`src/hw/rtl/ogf_pkg.sv`:
```
package ogf_pkg;

  localparam int SAMPLE_W    = 24;
  localparam int WGT_W       = 16;
  localparam int EMA_W       = 40;
  localparam int FRAC_W      = 16;
  localparam int MUL_W       = 64;
  localparam int MUL_DIGIT_W = 8;
  localparam int MUL_STEPS   = MUL_W / MUL_DIGIT_W;
  localparam int MUL_CNT_W   = $clog2(MUL_STEPS);
  localparam int CFG_IDX_W   = 1;

  localparam logic [CFG_IDX_W-1:0] CFG_REJECT_MULT   = 1'd0;
  localparam logic [CFG_IDX_W-1:0] CFG_SMOOTH_WEIGHT = 1'd1;

  localparam logic CMD_SAMPLE = 1'b0;
  localparam logic CMD_CLEAR  = 1'b1;

  localparam logic [WGT_W-1:0] REJECT_MULT_RST   = 16'd512;
  localparam logic [WGT_W-1:0] SMOOTH_WEIGHT_RST = 16'd6554;

  typedef enum logic [1:0] {
    SEL_D2 = 2'd0,
    SEL_NQ = 2'd1,
    SEL_S2 = 2'd2,
    SEL_KV = 2'd3
  } mul_sel_t;

  typedef struct packed {
    logic     load;
    logic     clear;
    logic     walk;
    logic     diff;
    logic     mul_start;
    logic     mul_cap;
    mul_sel_t mul_sel;
    logic     cmp;
    logic     commit;
    logic     ema;
    logic     res;
  } ogf_cmd_t;

  typedef struct packed {
    logic enough;
    logic walk_done;
    logic mul_done;
    logic outlier;
  } ogf_stat_t;

endpackage

```
`src/hw/rtl/ogf_ctrl.sv`:
```
module ogf_ctrl import ogf_pkg::*; (
  input  logic      clk,
  input  logic      rst_n,
  input  logic      in_valid,
  input  logic      in_cmd,
  input  logic      out_ready,
  input  ogf_stat_t stat,
  output ogf_cmd_t  ctl,
  output logic      in_ready,
  output logic      out_valid
);

  typedef enum logic [8:0] {
    ST_IDLE  = 9'b000000001,
    ST_WALK  = 9'b000000010,
    ST_DIFF  = 9'b000000100,
    ST_MUL   = 9'b000001000,
    ST_MWAIT = 9'b000010000,
    ST_CMP   = 9'b000100000,
    ST_UPD   = 9'b001000000,
    ST_EMA   = 9'b010000000,
    ST_RES   = 9'b100000000
  } state_t;

  state_t   state_r, state_nxt;
  mul_sel_t sel_r, sel_nxt;
  logic     ov_r, ov_nxt;

  always_comb begin
    ctl         = '0;
    ctl.mul_sel = sel_r;
    in_ready    = 1'b0;
    state_nxt   = state_r;
    sel_nxt     = sel_r;
    ov_nxt      = ov_r && !out_ready;
    unique case (state_r)
      ST_IDLE: begin
        in_ready = 1'b1;
        if (in_valid) begin
          ctl.load = 1'b1;
          if (in_cmd == CMD_CLEAR) begin
            ctl.clear = 1'b1;
            state_nxt = ST_RES;
          end else if (stat.enough) begin
            state_nxt = ST_WALK;
          end else begin
            state_nxt = ST_UPD;
          end
        end
      end
      ST_WALK: begin
        ctl.walk = 1'b1;
        if (stat.walk_done) begin
          state_nxt = ST_DIFF;
        end
      end
      ST_DIFF: begin
        ctl.diff  = 1'b1;
        sel_nxt   = SEL_D2;
        state_nxt = ST_MUL;
      end
      ST_MUL: begin
        ctl.mul_start = 1'b1;
        state_nxt     = ST_MWAIT;
      end
      ST_MWAIT: begin
        if (stat.mul_done) begin
          ctl.mul_cap = 1'b1;
          state_nxt   = ST_MUL;
          unique case (sel_r)
            SEL_D2:  sel_nxt = SEL_NQ;
            SEL_NQ:  sel_nxt = SEL_S2;
            SEL_S2:  sel_nxt = SEL_KV;
            default: state_nxt = ST_CMP;
          endcase
        end
      end
      ST_CMP: begin
        ctl.cmp   = 1'b1;
        state_nxt = stat.outlier ? ST_RES : ST_UPD;
      end
      ST_UPD: begin
        ctl.commit = 1'b1;
        state_nxt  = ST_EMA;
      end
      ST_EMA: begin
        ctl.ema   = 1'b1;
        state_nxt = ST_RES;
      end
      ST_RES: begin
        // wait for the output register to free up
        if (!ov_r || out_ready) begin
          ctl.res   = 1'b1;
          ov_nxt    = 1'b1;
          state_nxt = ST_IDLE;
        end
      end
      default: state_nxt = ST_IDLE;
    endcase
  end

  always_ff @(posedge clk) begin
    if (!rst_n) begin
      state_r <= ST_IDLE;
      sel_r   <= SEL_D2;
      ov_r    <= 1'b0;
    end else begin
      state_r <= state_nxt;
      sel_r   <= sel_nxt;
      ov_r    <= ov_nxt;
    end
  end

  assign out_valid = ov_r;

endmodule
```
`config.mk`:
```
export PLATFORM = sky130hd
export DESIGN_NAME = ogf_ctrl
export DESIGN_NICKNAME = d
export VERILOG_FILES = /design/src/hw/rtl/ogf_pkg.sv /design/src/hw/rtl/ogf_ctrl.sv
export SDC_FILE = /design/constraint.sdc
export NUM_CORES = 1
export LEC_CHECK = 0
export BUFFER_PORTS_ARGS = -buffer_cell sky130_fd_sc_hd__buf_4
export CORE_UTILIZATION = 45
export DETAILED_ROUTE_END_ITERATION = 12
export PLACE_DENSITY = 0.76
export SLEW_MARGIN = 15
export SYNTH_ARGS = -nofsm -noshare
export SYNTH_HDL_FRONTEND = slang
export SYNTH_SLANG_ARGS = --single-unit
```
`constraint.sdc`:
```
create_clock -name clk -period 2.3 [get_ports clk]
set_clock_uncertainty 0.2 [all_clocks]
set_input_delay 0.69 -clock clk [delete_from_list [all_inputs] [get_ports clk]]
set_output_delay 0.69 -clock clk [all_outputs]
set_load 0.05 [all_outputs]
```
==> results.toml <==
[outcome]
status = "complete, but fails checks"
violations = "setup timing"

[cts]
cts.sinks = 12
clk_pin_slew_worst_paths_ps = 100
htreeDepth = 1
insertion_delay_ps = 290
numCtsBuffers = 3
cts_tree = "done"
cts-root-buf = "clkbuf_4"
clockBufferDepth = 2

[final_layout]
antenna_cells = 0
fin_cells = 168
fill_cells = 70
drive_gt1_share_pct = 54.9
final_nets = 157
area_growth_pct = 73.7

[drt]
antenna_left = 0
dr.pass1.iters = 5
num_vias = 1020
routed_wl_microns = 3300
routed_via_density = 6.07
drt_iter0_markers = 58
drc = 0
wl_per_cell_microns = 19.6

[worst_setup_path]
worstPathMaxFanout = 3
r2r.worst_path.cells = 8
cp_num_buf_inv = 2
cpMaxStageDelayCell = "or4_4"
cp-endpoint = "ctl[6]"
arrival_ps = 1820
cp.depth = 4
end_kind = "output port"
cp_top_family = "simple AND/OR/NAND/NOR gates"
cp_cell_sequence = "or4_4, buf_6, and4bb_4, buf_8"
cp-start-kind = "register"
r2r-start = "state_r[0]"
critPathLaunch = "state_r[0]"
cpPeakStageDelay_ps = 570
required_ps = 1410
rrSetupSlack_ps = -360
worstReg2RegEnd = "state_r[1]"
path_class = "register to output port"

[pwr]
peakVddDrop_mv = 0.823
power_per_cell_area_nw_per_um2 = 911
p_leak_uw = 0.000621
fin_total_pwr_uw = 1290

[global_routing]
grt_pass1_wl_microns = 4250
grt_use_total_pct = 29.9
first_global_vias = 952
antenna_found_initial = 0
globalRouteOverflowTotal = 0
grt_max_degree = 10

[job]
drv_cap = 0

[yosys]
ys_ff_latch = 12
syn-num-nets = 108
async_flop_share_pct = 0
netlist-cell-type-count = 40
synth_edf_count = 0
ys_seq_area_share_pct = 29.5
avgSynthCellArea_sq_um = 8.47
synth_cells = 96
synth_area_sq_um = 813
ys_warn_count = 0
synth_ff_type = "dfxtp_1"

[timing]
fmax_mhz = 369
fin_crit_sh_pct = 118
rsz0062_at_grt = "yes"
setup_viol = 19
hold_viol_final = 0
fin_crit_ps = 2710
worst_slack_ps = -409
drv_slew = 0
worst_hold_slack_ps = 370
worst_pin_slew_ps = 512
maxSlewHeadroom_pct = 65.7

[die]
initial_core_util_pct = 51.0
core.rowCount = 14
die_h_microns = 44.5
io_pins = 23
die_area_sq_um = 1980
fp.dieW_microns = 44.5
core_area_sq_um = 1590

[place]
dp_hpwl_microns = 1810
preCtsSetupSlack_ps = -135
dp_cells = 157
port_buffers = 22
gp_congestion = 0.863

[min_path]
min_path_type = "register to register"
cells by family (layout without fill, tap and decap cells):
family / after synthesis / count (layout) / synth area share (%)
and+or+nand+nor: 53 / 53 / 41.4
AOI/OAI and AO/OA: 16 / 16 / 15.2
muxes: 2 / 2 / 2.46
DFF: 12 / 12 / 29.5
xor gates and xnor gates: 2 / 2 / 2.15
buffers and inverters: 8 / 56 / 4.62
adders and majority gates: 3 / 3 / 4.62
stage by stage:
step	instance area, sq um	TNS, ps	util [%]
6_report	1410	-5970	88.6
3_5_place_dp	1170	-730	73.5
4_1_cts	1360	-3800	85.1
3_3_place_gp	1170	-458	73.5
5_1_grt	1410	-6810	88.6
2_1_floorplan	871	-1710	-
state kept, by name, indices dropped and copies added, names as in the netlist:
name	cells
sel_r	2
state_r	9
out_valid	1
worst min path at each step:
stage	startpoint	cells after the start	endpoint
after floorplan	state_r[4]	2	state_r[4]
after global placement	sel_r[0]	2	sel_r[0]
after detailed placement	sel_r[0]	2	sel_r[0]
after CTS	sel_r[0]	2	sel_r[0]
after global routing	sel_r[0]	2	sel_r[0]
final	sel_r[0]	2	sel_r[0]
synthesized netlist by cell type, types with 3 or more instances:
cell / instances / area share, %
nor4_1: 3 / 2.3
ha_1: 3 / 4.6
nor4b_1: 4 / 4.3
and2_1: 5 / 3.8
a21oi_1: 4 / 2.5
dfxtp_1: 12 / 30
nor2_1: 11 / 5.1
inv_1: 5 / 2.3
nand2_1: 5 / 2.3
o21ai_0: 3 / 1.8
layout by cell type, fill, tap and decap left out, drive strengths merged, types with 3 or more instances in the layout:
cell and n:
buf 47, dfxtp 12, nor2 11, nand2 5, inv 5, and2 5
a21oi 4, clkbuf 4, nor4b 4, or4 3, o21ai 3, ha 3
nor3 3, or2 3, nor4 3
repair_timing:
item / CTS / global route
hold buffers: 0 / 0
pin swaps: 8 / 8
resized for setup: 31 / 10
endpoints found under the setup margin: 16 / 19
buffers inserted: 4 / 3
worst min-delay path, stage by stage (launching register included):
cell     delay (ps)
dfxtp_1         370
nand3_1         100
a21oi_1          70
layout make-up:
type / count / area (sq um) / share of cell area [%]
Clock buffer: 4 / 36.3 / 2.57
Inverter: 5 / 21.3 / 1.51
Multi-Input combinational cell: 76 / 643 / 45.5
Sequential cell: 12 / 243 / 17.2
Tap cell: 24 / 30.0 / 2.13
Timing Repair Buffer: 47 / 439 / 31.1
power by group:
part           switching [uW]  internal, uW
clock network            86.7          96.3
registers                15.5           230
logic                     449           409
metal layers:
layer  track usage (%)  part of all wire (%)  vias up
li1                  -                     -      450
met1              34.2                    36      453
met2              52.9                    48       90
met3              5.31                   8.8       27
met4              15.2                   6.8        0
met5                 0                     0        -
No activity file was read; power rests on OpenSTA's default activity.
